[src/hw/rtl/achc_pkg.sv]
`timescale 1ns / 1ps
// ----------------------------------------------------------------------------
// Adjacent channel hit clusterer package
// Shared widths, register indexes, table entry and cluster types, and the
// sequencer state encoding.
// ----------------------------------------------------------------------------
package achc_pkg;

   localparam int CHAN_W  = 7;   // signed hit channel, also slot channel math
   localparam int MOD_W   = 4;
   localparam int AMP_W   = 12;
   localparam int TM_W    = 12;
   localparam int OCH_W   = 6;   // channel field width on the result side
   localparam int SLOTF_W = 5;   // cluster slot field width

   localparam int CSR_IDX_W  = 1;
   localparam int CSR_DATA_W = 12;

   localparam logic [CSR_IDX_W-1:0] CSR_SEED_THR    = 1'b0;
   localparam logic [CSR_IDX_W-1:0] CSR_CLUSTER_THR = 1'b1;

   localparam logic signed [AMP_W-1:0] THR_RESET = 12'sd30;

   typedef struct packed {
      logic [MOD_W-1:0]        mod_id;
      logic signed [AMP_W-1:0] amp;
      logic signed [TM_W-1:0]  tm;
   } entry_type;

   localparam int ENTRY_W = $bits(entry_type);

   typedef struct packed {
      logic [SLOTF_W-1:0]      slot;
      logic                    cvalid;
      logic [OCH_W-1:0]        seed_ch;
      logic [MOD_W-1:0]        seed_mod;
      logic signed [AMP_W-1:0] seed_amp;
      logic signed [TM_W-1:0]  seed_tm;
      logic                    sec_valid;
      logic [OCH_W-1:0]        sec_ch;
      logic [MOD_W-1:0]        sec_mod;
      logic signed [AMP_W-1:0] sec_amp;
      logic signed [TM_W-1:0]  sec_tm;
      logic                    last;
   } cluster_type;

   typedef enum logic [2:0] {
      ST_HIT,
      ST_RD_E,
      ST_CMP_E,
      ST_CMP_D1,
      ST_CMP_D2,
      ST_CMP_N,
      ST_OUT
   } state_type;

endpackage

[src/hw/rtl/achc_if.sv]
`timescale 1ns / 1ps
// ----------------------------------------------------------------------------
// Adjacent channel hit clusterer channel interfaces
// Valid/ready channels for hit requests and cluster results.
// ----------------------------------------------------------------------------
interface achc_req_if import achc_pkg::*; ();
   logic                     valid;
   logic                     ready;
   logic signed [CHAN_W-1:0] hit_channel;
   logic [MOD_W-1:0]         hit_module;
   logic signed [AMP_W-1:0]  hit_amplitude;
   logic signed [TM_W-1:0]   hit_time;
   logic                     last_hit;

   modport source (output valid, hit_channel, hit_module, hit_amplitude, hit_time,
                   last_hit, input ready);
   modport sink (input valid, hit_channel, hit_module, hit_amplitude, hit_time,
                 last_hit, output ready);
endinterface

interface achc_rsp_if import achc_pkg::*; ();
   logic                    valid;
   logic                    ready;
   logic [SLOTF_W-1:0]      cluster_slot;
   logic                    cluster_valid;
   logic [OCH_W-1:0]        seed_channel;
   logic [MOD_W-1:0]        seed_module;
   logic signed [AMP_W-1:0] seed_amplitude;
   logic signed [TM_W-1:0]  seed_time;
   logic                    second_valid;
   logic [OCH_W-1:0]        second_channel;
   logic [MOD_W-1:0]        second_module;
   logic signed [AMP_W-1:0] second_amplitude;
   logic signed [TM_W-1:0]  second_time;
   logic                    last_cluster;

   modport source (output valid, cluster_slot, cluster_valid, seed_channel,
                   seed_module, seed_amplitude, seed_time, second_valid,
                   second_channel, second_module, second_amplitude, second_time,
                   last_cluster, input ready);
   modport sink (input valid, cluster_slot, cluster_valid, seed_channel,
                 seed_module, seed_amplitude, seed_time, second_valid,
                 second_channel, second_module, second_amplitude, second_time,
                 last_cluster, output ready);
endinterface

[src/hw/rtl/achc_ram.sv]
`timescale 1ns / 1ps
// ----------------------------------------------------------------------------
// Generic RAM
// One write port and one read port with registered read data.
// ----------------------------------------------------------------------------
module achc_ram #(
   parameter int WIDTH = 28,
   parameter int DEPTH = 64
) (
   input  logic                                      clock,
   input  logic                                      we,
   input  logic [(DEPTH > 1 ? $clog2(DEPTH) : 1)-1:0] waddr,
   input  logic [WIDTH-1:0]                          wdata,
   input  logic [(DEPTH > 1 ? $clog2(DEPTH) : 1)-1:0] raddr,
   output logic [WIDTH-1:0]                          rdata
);

   logic [WIDTH-1:0] mem_ff [DEPTH];
   logic [WIDTH-1:0] rdata_ff;

   always_ff @(posedge clock) begin
      if (we) begin
         mem_ff[waddr] <= wdata;
      end
      rdata_ff <= mem_ff[raddr];
   end

   assign rdata = rdata_ff;

endmodule

[src/hw/rtl/achc_cmp.sv]
`timescale 1ns / 1ps
// ----------------------------------------------------------------------------
// Shared amplitude comparator
// Signed strict greater-than of an amplitude against a threshold.
// ----------------------------------------------------------------------------
module achc_cmp import achc_pkg::*; (
   input  logic signed [AMP_W-1:0] amp,
   input  logic signed [AMP_W-1:0] thr,
   output logic                    gt
);

   assign gt = (amp > thr);

endmodule

[src/hw/rtl/adjacent_channel_hit_clusterer_top.sv]
`timescale 1ns / 1ps
// Results of an event start once the first slot has passed through ST_RD_E, ST_CMP_E,
// ST_CMP_D1, ST_CMP_D2 and ST_CMP_N after the request carrying last_hit. Hit requests are
// taken one per cycle while the block is in ST_HIT; each cluster slot then walks those states
// and waits in ST_OUT on rsp ready, serial due to the single RAM read port and shared comparator.
// Reset is synchronous and active high. It clears the channel valid bits, the hit count
// and the sequencer and loads both thresholds with 30; no clearing pass is needed.
// ----------------------------------------------------------------------------
// Adjacent channel hit clusterer
// Gathers the hits of an event into a channel table, then walks the cluster
// slots and emits one cluster per slot.
// ----------------------------------------------------------------------------
module adjacent_channel_hit_clusterer_top import achc_pkg::*; #(
   parameter int CHANNELS      = 64,
   parameter int CLUSTER_SLOTS = 32,
   parameter int MAX_HITS      = 64
) (
   input  logic                  clock,
   input  logic                  reset,
   achc_req_if.sink              req_chan,
   achc_rsp_if.source            rsp_chan,
   input  logic                  csr_we,
   input  logic [CSR_IDX_W-1:0]  csr_index,
   input  logic [CSR_DATA_W-1:0] csr_wdata
);

   localparam int IDX_W  = (CHANNELS > 1) ? $clog2(CHANNELS) : 1;
   localparam int SLOT_W = (CLUSTER_SLOTS > 1) ? $clog2(CLUSTER_SLOTS) : 1;
   localparam int CNT_W  = $clog2(MAX_HITS + 1);

   // Configuration registers. They must only be written while the block is idle; the block does not enforce this.
   logic signed [AMP_W-1:0] seed_thr_ff, cluster_thr_ff;

   always_ff @(posedge clock) begin
      if (reset) begin
         seed_thr_ff    <= THR_RESET;
         cluster_thr_ff <= THR_RESET;
      end else if (csr_we) begin
         case (csr_index)
            CSR_SEED_THR:    seed_thr_ff    <= csr_wdata;
            CSR_CLUSTER_THR: cluster_thr_ff <= csr_wdata;
            default: ;
         endcase
      end
   end

   // Sequencer and walk state.
   state_type            state_ff, state_in;
   logic [SLOT_W-1:0]    slot_ff, slot_in;
   logic [CNT_W-1:0]     count_ff, count_in;
   logic [CHANNELS-1:0]  valid_ff, valid_in;
   // Set when the previous slot took this slot's even channel as its secondary.
   logic                 taken_ff, taken_in;
   logic                 e_seed_ff, e_seed_in;
   logic                 d_join_ff, d_join_in;
   logic                 d_seed_ff, d_seed_in;
   entry_type            e_ent_ff, e_ent_in;
   entry_type            d_ent_ff, d_ent_in;
   cluster_type          rsp_ff, rsp_in;

   // Hit side.
   logic                 req_fire;
   logic                 hit_in_range;
   logic                 hit_store;
   logic [IDX_W-1:0]     hit_idx;
   entry_type            hit_ent;

   assign req_chan.ready = (state_ff == ST_HIT);
   assign req_fire       = req_chan.valid && req_chan.ready;
   assign hit_in_range   = !req_chan.hit_channel[CHAN_W-1] &&
                           ($unsigned(req_chan.hit_channel) < CHAN_W'(CHANNELS));
   assign hit_store      = req_fire && hit_in_range && (count_ff < CNT_W'(MAX_HITS));
   assign hit_idx        = req_chan.hit_channel[IDX_W-1:0];
   assign hit_ent.mod_id = req_chan.hit_module;
   assign hit_ent.amp    = req_chan.hit_amplitude;
   assign hit_ent.tm     = req_chan.hit_time;

   // Channels of the current slot: even 2k, odd 2k+1 and next 2k+2.
   logic [CHAN_W-1:0]    e_ch, d_ch, n_ch;
   logic                 e_present, d_present, n_present;
   logic                 slot_last;

   assign e_ch      = CHAN_W'({slot_ff, 1'b0});
   assign d_ch      = e_ch | CHAN_W'(1);
   assign n_ch      = e_ch + CHAN_W'(2);
   assign e_present = (e_ch < CHAN_W'(CHANNELS)) && valid_ff[e_ch[IDX_W-1:0]];
   assign d_present = (d_ch < CHAN_W'(CHANNELS)) && valid_ff[d_ch[IDX_W-1:0]];
   assign n_present = (n_ch < CHAN_W'(CHANNELS)) && valid_ff[n_ch[IDX_W-1:0]];
   assign slot_last = (slot_ff == SLOT_W'(CLUSTER_SLOTS - 1));

   // Table memory: module, amplitude and time. Presence is kept in valid_ff.
   logic [IDX_W-1:0]    rd_addr;
   logic [ENTRY_W-1:0]  rd_word;
   entry_type           rd_ent;

   always_comb begin
      case (state_ff)
         ST_RD_E:             rd_addr = e_ch[IDX_W-1:0];
         ST_CMP_E, ST_CMP_D1: rd_addr = d_ch[IDX_W-1:0];
         default:             rd_addr = n_ch[IDX_W-1:0];
      endcase
   end

   achc_ram #(
      .WIDTH (ENTRY_W),
      .DEPTH (CHANNELS)
   ) u_table (
      .clock (clock),
      .we    (hit_store),
      .waddr (hit_idx),
      .wdata (hit_ent),
      .raddr (rd_addr),
      .rdata (rd_word)
   );

   assign rd_ent = rd_word;

   // The one comparator is shared by all four threshold tests of a slot.
   logic signed [AMP_W-1:0] cmp_amp, cmp_thr;
   logic                    cmp_gt;

   always_comb begin
      case (state_ff)
         ST_CMP_E: begin
            cmp_amp = rd_ent.amp;
            cmp_thr = seed_thr_ff;
         end
         ST_CMP_D2: begin
            cmp_amp = d_ent_ff.amp;
            cmp_thr = seed_thr_ff;
         end
         default: begin
            cmp_amp = rd_ent.amp;
            cmp_thr = cluster_thr_ff;
         end
      endcase
   end

   achc_cmp u_cmp (
      .amp (cmp_amp),
      .thr (cmp_thr),
      .gt  (cmp_gt)
   );

   // The next channel can join only when this is not the final slot.
   logic n_join;

   assign n_join = !slot_last && n_present && cmp_gt;

   always_comb begin
      state_in  = state_ff;
      slot_in   = slot_ff;
      count_in  = count_ff;
      valid_in  = valid_ff;
      taken_in  = taken_ff;
      e_seed_in = e_seed_ff;
      d_join_in = d_join_ff;
      d_seed_in = d_seed_ff;
      e_ent_in  = e_ent_ff;
      d_ent_in  = d_ent_ff;
      rsp_in    = rsp_ff;

      case (state_ff)
         ST_HIT: begin
            if (req_fire) begin
               if (hit_store) begin
                  valid_in[hit_idx] = 1'b1;
               end
               if (count_ff < CNT_W'(MAX_HITS)) begin
                  count_in = count_ff + CNT_W'(1);
               end
               if (req_chan.last_hit) begin
                  state_in = ST_RD_E;
                  slot_in  = '0;
                  taken_in = 1'b0;
               end
            end
         end
         ST_RD_E: begin
            state_in = ST_CMP_E;
         end
         ST_CMP_E: begin
            e_seed_in = e_present && !taken_ff && cmp_gt;
            e_ent_in  = rd_ent;
            state_in  = ST_CMP_D1;
         end
         ST_CMP_D1: begin
            d_join_in = d_present && cmp_gt;
            d_ent_in  = rd_ent;
            state_in  = ST_CMP_D2;
         end
         ST_CMP_D2: begin
            d_seed_in = d_present && cmp_gt;
            state_in  = ST_CMP_N;
         end
         ST_CMP_N: begin
            rsp_in      = '0;
            rsp_in.slot = SLOTF_W'(slot_ff);
            rsp_in.last = slot_last;
            taken_in    = 1'b0;
            if (e_seed_ff && d_join_ff) begin
               // Even seed with the odd channel as its secondary.
               rsp_in.cvalid    = 1'b1;
               rsp_in.seed_ch   = e_ch[OCH_W-1:0];
               rsp_in.seed_mod  = e_ent_ff.mod_id;
               rsp_in.seed_amp  = e_ent_ff.amp;
               rsp_in.seed_tm   = e_ent_ff.tm;
               rsp_in.sec_valid = 1'b1;
               rsp_in.sec_ch    = d_ch[OCH_W-1:0];
               rsp_in.sec_mod   = d_ent_ff.mod_id;
               rsp_in.sec_amp   = d_ent_ff.amp;
               rsp_in.sec_tm    = d_ent_ff.tm;
            end else if (d_seed_ff) begin
               // The odd channel reseeds and may pull in the next channel.
               rsp_in.cvalid   = 1'b1;
               rsp_in.seed_ch  = d_ch[OCH_W-1:0];
               rsp_in.seed_mod = d_ent_ff.mod_id;
               rsp_in.seed_amp = d_ent_ff.amp;
               rsp_in.seed_tm  = d_ent_ff.tm;
               if (n_join) begin
                  rsp_in.sec_valid = 1'b1;
                  rsp_in.sec_ch    = n_ch[OCH_W-1:0];
                  rsp_in.sec_mod   = rd_ent.mod_id;
                  rsp_in.sec_amp   = rd_ent.amp;
                  rsp_in.sec_tm    = rd_ent.tm;
                  taken_in         = 1'b1;
               end
            end else if (e_seed_ff) begin
               rsp_in.cvalid   = 1'b1;
               rsp_in.seed_ch  = e_ch[OCH_W-1:0];
               rsp_in.seed_mod = e_ent_ff.mod_id;
               rsp_in.seed_amp = e_ent_ff.amp;
               rsp_in.seed_tm  = e_ent_ff.tm;
            end
            state_in = ST_OUT;
         end
         ST_OUT: begin
            if (rsp_chan.ready) begin
               if (slot_last) begin
                  // Event done: drop the table for the next event.
                  valid_in = '0;
                  count_in = '0;
                  taken_in = 1'b0;
                  state_in = ST_HIT;
               end else begin
                  slot_in  = slot_ff + SLOT_W'(1);
                  state_in = ST_RD_E;
               end
            end
         end
         default: begin
            state_in = ST_HIT;
         end
      endcase
   end

   always_ff @(posedge clock) begin
      if (reset) begin
         state_ff <= ST_HIT;
         slot_ff  <= '0;
         count_ff <= '0;
         valid_ff <= '0;
         taken_ff <= 1'b0;
      end else begin
         state_ff <= state_in;
         slot_ff  <= slot_in;
         count_ff <= count_in;
         valid_ff <= valid_in;
         taken_ff <= taken_in;
      end
   end

   always_ff @(posedge clock) begin
      e_seed_ff <= e_seed_in;
      d_join_ff <= d_join_in;
      d_seed_ff <= d_seed_in;
      e_ent_ff  <= e_ent_in;
      d_ent_ff  <= d_ent_in;
      rsp_ff    <= rsp_in;
   end

   // Result channel.
   assign rsp_chan.valid            = (state_ff == ST_OUT);
   assign rsp_chan.cluster_slot     = rsp_ff.slot;
   assign rsp_chan.cluster_valid    = rsp_ff.cvalid;
   assign rsp_chan.seed_channel     = rsp_ff.seed_ch;
   assign rsp_chan.seed_module      = rsp_ff.seed_mod;
   assign rsp_chan.seed_amplitude   = rsp_ff.seed_amp;
   assign rsp_chan.seed_time        = rsp_ff.seed_tm;
   assign rsp_chan.second_valid     = rsp_ff.sec_valid;
   assign rsp_chan.second_channel   = rsp_ff.sec_ch;
   assign rsp_chan.second_module    = rsp_ff.sec_mod;
   assign rsp_chan.second_amplitude = rsp_ff.sec_amp;
   assign rsp_chan.second_time      = rsp_ff.sec_tm;
   assign rsp_chan.last_cluster     = rsp_ff.last;

endmodule
[src/flat_wrapper.sv]
// flat-port wrapper written by rule: the top's interface ports become plain ports
module adjacent_channel_hit_clusterer_top_flat import achc_pkg::*;
#(
   parameter int CHANNELS      = 64,
   parameter int CLUSTER_SLOTS = 32,
   parameter int MAX_HITS      = 64
)
  (clock, reset, csr_we, csr_index, csr_wdata, req_chan_valid, req_chan_hit_channel, req_chan_hit_module, req_chan_hit_amplitude, req_chan_hit_time, req_chan_last_hit, req_chan_ready, rsp_chan_valid, rsp_chan_cluster_slot, rsp_chan_cluster_valid, rsp_chan_seed_channel, rsp_chan_seed_module, rsp_chan_seed_amplitude, rsp_chan_seed_time, rsp_chan_second_valid, rsp_chan_second_channel, rsp_chan_second_module, rsp_chan_second_amplitude, rsp_chan_second_time, rsp_chan_last_cluster, rsp_chan_ready);
  achc_req_if req_chan_i ();
  achc_rsp_if rsp_chan_i ();
  input  logic clock;
  input  logic reset;
  input  logic csr_we;
  input  logic [CSR_IDX_W-1:0] csr_index;
  input  logic [CSR_DATA_W-1:0] csr_wdata;
  input wire logic [$bits(req_chan_i.valid)-1:0] req_chan_valid;
  input wire logic [$bits(req_chan_i.hit_channel)-1:0] req_chan_hit_channel;
  input wire logic [$bits(req_chan_i.hit_module)-1:0] req_chan_hit_module;
  input wire logic [$bits(req_chan_i.hit_amplitude)-1:0] req_chan_hit_amplitude;
  input wire logic [$bits(req_chan_i.hit_time)-1:0] req_chan_hit_time;
  input wire logic [$bits(req_chan_i.last_hit)-1:0] req_chan_last_hit;
  output wire logic [$bits(req_chan_i.ready)-1:0] req_chan_ready;
  output wire logic [$bits(rsp_chan_i.valid)-1:0] rsp_chan_valid;
  output wire logic [$bits(rsp_chan_i.cluster_slot)-1:0] rsp_chan_cluster_slot;
  output wire logic [$bits(rsp_chan_i.cluster_valid)-1:0] rsp_chan_cluster_valid;
  output wire logic [$bits(rsp_chan_i.seed_channel)-1:0] rsp_chan_seed_channel;
  output wire logic [$bits(rsp_chan_i.seed_module)-1:0] rsp_chan_seed_module;
  output wire logic [$bits(rsp_chan_i.seed_amplitude)-1:0] rsp_chan_seed_amplitude;
  output wire logic [$bits(rsp_chan_i.seed_time)-1:0] rsp_chan_seed_time;
  output wire logic [$bits(rsp_chan_i.second_valid)-1:0] rsp_chan_second_valid;
  output wire logic [$bits(rsp_chan_i.second_channel)-1:0] rsp_chan_second_channel;
  output wire logic [$bits(rsp_chan_i.second_module)-1:0] rsp_chan_second_module;
  output wire logic [$bits(rsp_chan_i.second_amplitude)-1:0] rsp_chan_second_amplitude;
  output wire logic [$bits(rsp_chan_i.second_time)-1:0] rsp_chan_second_time;
  output wire logic [$bits(rsp_chan_i.last_cluster)-1:0] rsp_chan_last_cluster;
  input wire logic [$bits(rsp_chan_i.ready)-1:0] rsp_chan_ready;
  assign req_chan_i.valid = req_chan_valid;
  assign req_chan_i.hit_channel = req_chan_hit_channel;
  assign req_chan_i.hit_module = req_chan_hit_module;
  assign req_chan_i.hit_amplitude = req_chan_hit_amplitude;
  assign req_chan_i.hit_time = req_chan_hit_time;
  assign req_chan_i.last_hit = req_chan_last_hit;
  assign req_chan_ready = req_chan_i.ready;
  assign rsp_chan_valid = rsp_chan_i.valid;
  assign rsp_chan_cluster_slot = rsp_chan_i.cluster_slot;
  assign rsp_chan_cluster_valid = rsp_chan_i.cluster_valid;
  assign rsp_chan_seed_channel = rsp_chan_i.seed_channel;
  assign rsp_chan_seed_module = rsp_chan_i.seed_module;
  assign rsp_chan_seed_amplitude = rsp_chan_i.seed_amplitude;
  assign rsp_chan_seed_time = rsp_chan_i.seed_time;
  assign rsp_chan_second_valid = rsp_chan_i.second_valid;
  assign rsp_chan_second_channel = rsp_chan_i.second_channel;
  assign rsp_chan_second_module = rsp_chan_i.second_module;
  assign rsp_chan_second_amplitude = rsp_chan_i.second_amplitude;
  assign rsp_chan_second_time = rsp_chan_i.second_time;
  assign rsp_chan_last_cluster = rsp_chan_i.last_cluster;
  assign rsp_chan_i.ready = rsp_chan_ready;
  adjacent_channel_hit_clusterer_top #(.CHANNELS(CHANNELS), .CLUSTER_SLOTS(CLUSTER_SLOTS), .MAX_HITS(MAX_HITS)) u_core (.clock(clock), .reset(reset), .req_chan(req_chan_i), .rsp_chan(rsp_chan_i), .csr_we(csr_we), .csr_index(csr_index), .csr_wdata(csr_wdata));
endmodule
[config.mk]
export PLATFORM = sky130hd
export DESIGN_NAME = adjacent_channel_hit_clusterer_top_flat
export DESIGN_NICKNAME = d
export VERILOG_FILES = /design/src/hw/rtl/achc_pkg.sv /design/src/hw/rtl/achc_if.sv /design/src/hw/rtl/achc_ram.sv /design/src/hw/rtl/achc_cmp.sv /design/src/hw/rtl/adjacent_channel_hit_clusterer_top.sv /design/src/flat_wrapper.sv
export SDC_FILE = /design/constraint.sdc
export NUM_CORES = 2
export LEC_CHECK = 0
export ABC_AREA = 1
export ABC_CLOCK_PERIOD_IN_PS = 9270
export BUFFER_PORTS_ARGS = -buffer_cell sky130_fd_sc_hd__buf_2
export CELL_PAD_IN_SITES_DETAIL_PLACEMENT = 1
export CELL_PAD_IN_SITES_GLOBAL_PLACEMENT = 2
export CORE_ASPECT_RATIO = 0.5
export CORE_MARGIN = 4
export CORE_UTILIZATION = 45
export CTS_CLUSTER_SIZE = 20
export DETAILED_ROUTE_END_ITERATION = 8
export PLACE_DENSITY_LB_ADDON = 0.1
export SLEW_MARGIN = 20
export SYNTH_ARGS = -nofsm -noshare
export SYNTH_HDL_FRONTEND = slang
export SYNTH_SLANG_ARGS = --single-unit
[constraint.sdc]
create_clock -name clock -period 9.27 [get_ports clock]
set_input_delay 0.4635 -clock clock [delete_from_list [all_inputs] [get_ports clock]]
set_output_delay 0.4635 -clock clock [all_outputs]
set_load 0.1 [all_outputs]
-- After elaboration in Yosys (flattened, before gate mapping)
Memories as Yosys holds them, arrays and structs flattened. A register that Yosys moved wholly into a read port is not among the register bits.
Index checks and enable logic that the tools add are counted.
- bits in writable memories: 1792
- logic and storage cells: 137
- input port bits: 54
- flip-flop bits (word level): 239
- memories: 1
- memories (memory ; depth ; width ; rd ports ; clocked after memory_dff ; wr ports ; line ; RTL):
    u_core.u_table.mem_ff ; 64 ; 28 ; 1 ; 1 ; 1 ; achc_ram.sv:18 ; logic [WIDTH-1:0] mem_ff [DEPTH];
- reduce and logical (&&, ||, !) cells: 30
- mux-type cells: 46
- equality and inequality tests: 14
- magnitude comparators: 11
- $add $sub $neg: 3
- bitwise gates (word level): 2
- operators by type and width (cell ; count):
    two-way mux 64 bit ; 4
    one-hot mux 64 bit (2 select lines) ; 1
    two-way mux 35 bit ; 3
    two-way mux 69 bit ; 1
    OR 64 bit ; 1
    < comparator 6 x 7 -> 1 bit, second input constant ; 6
    two-way mux 34 bit ; 1
    two-way mux 7 bit ; 4
    two-way mux 12 bit ; 2
    < comparator 7 bit, second input constant ; 3
    one-hot mux 3 bit (7 select lines) ; 1
    two-way mux 5 bit ; 4
    AND reduction 5 bit ; 4
    logical AND 1 bit ; 14
    two-way mux 1 bit ; 14
    one-hot mux 7 bit (2 select lines) ; 1
    > comparator 12 bit ; 1
    one-hot mux 6 bit (2 select lines) ; 1
    binary-select mux 1 bit (select 5 bit) ; 2
    inequality test 2 bit, second input constant ; 5
    one-hot mux 5 bit (2 select lines) ; 1
    equality test 3 bit, second input constant ; 3
    two-way mux 3 bit ; 3
    adder 6 x 2 -> 7 bit, second input constant ; 1
    18 further kinds ; 25

-- Logic depth before layout (Yosys ltp)
- depth after elaboration: 10
- depth in mapped cells: 21
- depth with buffers taken out: 19

-- Modules after synthesis
A second synthesis with hierarchy kept.
- cells, all modules: 7182
- area total of the unflattened synthesis: 83124.7 um2
- by module, submodules not included (module ; cells an instance ; area an instance (um2) ; times used):
    achc_ram ; 6085 ; 72898.7 ; 1
    adjacent_channel_hit_clusterer_top ; 1034 ; 9868.2 ; 1
    achc_cmp ; 63 ; 357.8 ; 1

-- Worst setup path after synthesis
Ideal clock, no wire load.
- kind: register to register
- start point: register u_core.state_ff[0]
- end point: memory u_core.u_table.mem_ff[21][0] (enable)
- slack: 5.564 ns
- required time: 8.822 ns
- cell stages (with the launch flop): 9
- clock period less this slack: 3.706 ns
- data arrival time: 3.258 ns
- buffers on the path: 2
- path through: dfxtp_1 > nor2_2 > nand2_2 > nor2_1 > nand2_1 > or2_4 > clkbuf_1 > buf_1 > nor3_1
- longest elaborated chain between the ends: 6
- RTL lines (what ; line ; RTL):
    start, declared ; adjacent_channel_hit_clusterer_top.sv:48 ; state_type state_ff, state_in;
    start signal, assigned ; adjacent_channel_hit_clusterer_top.sv:265 ; state_ff <= state_in;
    zero test 3 bit ; adjacent_channel_hit_clusterer_top.sv:68 ; assign req_chan.ready = (state_ff == ST_HIT);
    logical AND 1 bit ; adjacent_channel_hit_clusterer_top.sv:69 ; assign req_fire = req_chan.valid && req_chan.ready;
    logical AND 1 bit (2 in series) ; adjacent_channel_hit_clusterer_top.sv:72 ; assign hit_store = req_fire && hit_in_range && (count_ff < CNT_W'(MAX_HITS));
    two-way mux 1 bit ; achc_ram.sv:22 ; if (we) begin
    two-way mux 1 bit (not written as such) ; achc_ram.sv:23 ; mem_ff[waddr] <= wdata;
    end, declared ; achc_ram.sv:18 ;
No other way between the ends.

-- Worst setup path in the final report
- start point: register u_core.state_ff[1]
- end point: register u_core.u_table.rdata_ff[4], in the netlist u_core.u_table.rdata[4] (read register of u_core.u_table.mem_ff)
- longest elaborated chain between the ends: 3
- elaborated cells on any way between the ends: 5
- classes of those cells: 3 x eq/ne; 1 x mux; 1 x reduce/logical
- RTL lines (what ; line ; RTL):
    equality test 3 x 2 -> 1 bit ; adjacent_channel_hit_clusterer_top.sv:97 ; case (state_ff)
    OR reduction 2 bit ; adjacent_channel_hit_clusterer_top.sv:97 ;
    one-hot mux 6 bit (2 select lines) (*) ; adjacent_channel_hit_clusterer_top.sv:97 ;
    end, declared ; achc_ram.sv:19 ; logic [WIDTH-1:0] rdata_ff;
Mark *: on every way between the ends. The rest lies on a longest branch, timed or not.
A chain may end at the register's enable or synchronous reset.

==> reports/results.ini <==
[die]
die_x_um=632.8
die_area_mm2=0.2028
placementRows=114
start_util_pct=45.35
die_h_um=320.4
io_pins=132
coreArea_mm2=0.1937

[worst_setup_path]
cp_max_fo=83
worst_ep_arrival_time_ns=5.99
startpoint_type=register
crit_chain=nand3_4, nand2_4, buf_4, buf_4, nand2_1, nand2_1, nand2_1, nand3_1, nand3_1, nand3_1, nand3_1, nand2_1
r2r_slack_ns=3.98
slowest_stage=nand2_4
critPathBufInv=2
worstSetupEndpointType=register
worst-setup-path-type=reg2reg
slowest_delay_ns=0.75
crit_family=simple AND/OR/NAND/NOR gates
crit_required_ns=9.97

[synth]
syn-cell-area_mm2=0.08784
ys_ff_latch=2059
ys.flop_type=edfxtp_1
synth_area_leaders=edfxtp_1, nand3_1, nand2_1
yosys_warnings=0
synth_cells=7851
synth_compound_area_share_pct=2.998
synth_top_family_by_area=simple AND/OR/NAND/NOR gates
muxShareOfSynthArea_pct=0.1382
synth_fp_nets=7920
yosys.area_share.simple_pct=21.54
synth_top_area_share_pct=65.87
synth_xor_area_share_pct=0.03846
yosysTopAreaCell=edfxtp_1
yosysMostFrequentCell=edfxtp_1
ys_types=40
synth_edf_count=1927
yosysSeqAreaShare_pct=68.88
syn_area_per_cell_um2=11.19
ys_top_cells_by_count=edfxtp_1, nand2_1, nand3_1
async_reset_ff_share_pct=0
synthAdderAreaFrac_pct=0.2137

[routing]
drtIter0Drc=6800
first_pass_iters=7
avgViaCountPerCell=5.867
routedWlPerCell_um=27.81
route.final.wire_length_um=294600
ant_nets=0
drc=0
num_vias=62160

[grt]
grt-ovfl-total=0
grt_util_all_layers_pct=28.55
grt_pass1_vias=63330
antenna_found_initial=11
grt_pass1_wl_um=428100
grt_max_degree=156

[sta]
rsz0062_at_grt=false
final_max_slew_viol_count=0
relSlewSlack_pct=17.72
finalClockSkew_ns=0.02790
clock.fmax_mhz=189.2
min_period_over_period_pct=57.01
final.setup.tns_ns=0
fin_crit_ns=5.285
tightestPinTransition_ns=1.233
setup_viol=0
hold_viol=0

[placement]
port_buffers=131
dpl.hpwl_um=155600
gp_congestion=0.8092

[power]
sequentialPowerShare_pct=48.0
total_leakage_power_nw=35.41
p_comb_share_pct=16.1
clkPwrFrac_pct=35.9
swShare_pct=29.07
intPower_mw=15.43
p_switching_mw=6.323
p_per_area_mw_per_mm2=223.4
vdd_drop_max_v=0.0001476

[clock_tree]
cts_inserted_buffers=196
cts_buffer_depth=4
clk_latency_ns=0.85
htreeDepth=4
cts_num_sinks=2059
clkSlewWorstSetupHoldPaths_ns=0.07
hold_buffers=13
cts_tree=yes
cts.root.buffer_cell=clkbuf_16
cts_resized=0
post_cts_buffers=0

[final_layout]
nNetsFinal=7905
syn2layout_area_growth_pct=10.87
drive_above_1_share_pct=8.357
fin_util_pct=50.28
nFillCells=20350

[flow_run]
max_cap_violations=0

[hold_path]
hp-class=in2reg

[outcome]
status=complete, no violations

## path summary, 6_finish.rpt
path / startpoint / endpoint / depth (start not counted)
worst max register to register: u_core.state_ff[1]$_SDFFE_PP0P_ / u_core.u_table.rdata[4]$_DFF_P_ / 12
worst min register to register: u_core.valid_ff[21]$_SDFFE_PP0P_ / u_core.valid_ff[21]$_SDFFE_PP0P_ / 2
worst max-delay path: u_core.state_ff[1]$_SDFFE_PP0P_ / u_core.u_table.rdata[4]$_DFF_P_ / 12
worst min-delay path: csr_index / u_core.seed_thr_ff[1]$_SDFFE_PP1P_ / 5
## sequential cells by signal, summed over array words and instances, names as in the netlist, 3 cells and up
signal and count:
u_core.cluster_thr_ff 12, u_core.count_ff 7, u_core.d_ent_ff 28, u_core.e_ent_ff 28
u_core.rsp_chan.cluster_slot 5, u_core.rsp_chan.second_amplitude 12, u_core.rsp_chan.second_channel 6, u_core.rsp_chan.second_module 4
u_core.rsp_chan.second_time 12, u_core.rsp_chan.seed_amplitude 12, u_core.rsp_chan.seed_channel 6, u_core.rsp_chan.seed_module 4
u_core.rsp_chan.seed_time 12, u_core.seed_thr_ff 12, u_core.slot_ff 5, u_core.state_ff 3
u_core.u_table.mem_ff 1792, u_core.u_table.rdata 28, u_core.valid_ff 64
## power groups by stage
| stage | Sequential (mW) | Clock, mW | Combinational, mW |
|---|---|---|---|
| 2_1_floorplan | 10.5 | 0 | 2.22 |
| 3_3_place_gp | 10.6 | 0 | 3.36 |
| 3_5_place_dp | 10.6 | 0 | 3.46 |
| 4_1_cts | 10.4 | 7.93 | 3.48 |
| 5_1_grt | 10.4 | 8.34 | 3.83 |
| 6_report | 10.5 | 7.81 | 3.49 |
## cell type report
type	instances	area (µm²)	share of cell area [%]
inverter	797	3014	3.095
clock inverter	78	594.3	0.6103
antenna	3	7.507	0.007709
sequential	2059	60510	62.13
tap	2610	3266	3.353
timing repair buffer	328	2355	2.418
multi-input combinational	4454	22300	22.90
clock buffer	265	5339	5.482
## cell usage in the layout (no fill, tap or decap), drive strengths merged
cell / Yosys / final
mux2i: 11 / 11
inv: 796 / 790
xnor2: 1 / 1
a211oi: 1 / 1
o22ai: 43 / 43
clkbuf: 195 / 265
nor2: 151 / 151
nor3: 87 / 87
clkinvlp: 0 / 2
nand2: 1662 / 1662
dlygate4sd3: 0 / 13
a41oi: 1 / 1
o21ai: 88 / 88
o21a: 1 / 1
nor3b: 1 / 1
a31oi: 1 / 1
o31ai: 1 / 1
nand3b: 443 / 443
o211ai: 172 / 172
nand3: 1654 / 1654
bufinv: 0 / 9
or2: 1 / 1
diode: 0 / 3
edfxtp: 1927 / 1927
a21oi: 112 / 112
dfxtp: 132 / 132
nand4: 5 / 5
ha: 15 / 15
clkinv: 1 / 74
mux2: 1 / 1
xor2: 2 / 2
buf: 346 / 315
## metal layers
metal / routed length [µm] / share of wire [%] / GRT usage, % / vias up
met5: 0 / 0 / 0 / -
met4: 6989 / 2.4 / 6.810 / 0
met3: 19750 / 6.7 / 3.999 / 404
met2: 136700 / 46 / 46.21 / 2102
met1: 131200 / 45 / 41.00 / 32390
li1: - / - / - / 27260
## worst reg2reg max path, delay by kind of cell (launching register included)
family / cells / cell delay, ns
buffers and inverters: 2 / 1.32
DFF: 1 / 0.54
and+or+nand+nor: 10 / 3.29
## stage by stage
stage / area (µm²) / power, mW / cells / worst slack (ns) / hold WS (ns)
CTS: 97380 / 21.85 / 10590 / 4.065 / 0.05885
global route: 97380 / 22.62 / 10590 / 3.786 / 0.1061
finish: 97390 / 21.75 / 10590 / 3.985 / 0.1165
detailed placement: 91310 / 14.10 / 10240 / 4.086 / 0.4461
floorplan: 87840 / 12.76 / 7851 / 5.564 / 0.4029
global placement: 91310 / 14.00 / 10240 / 4.267 / 0.4382
## cells by family after synthesis
family | Yosys count
compound gates | 420
xor+xnor | 3
fa+ha+maj | 15
buf+inv | 1338
flops | 2059
mux | 12
simple gates | 4004
Note: power is estimated with default switching activity, not from simulation.
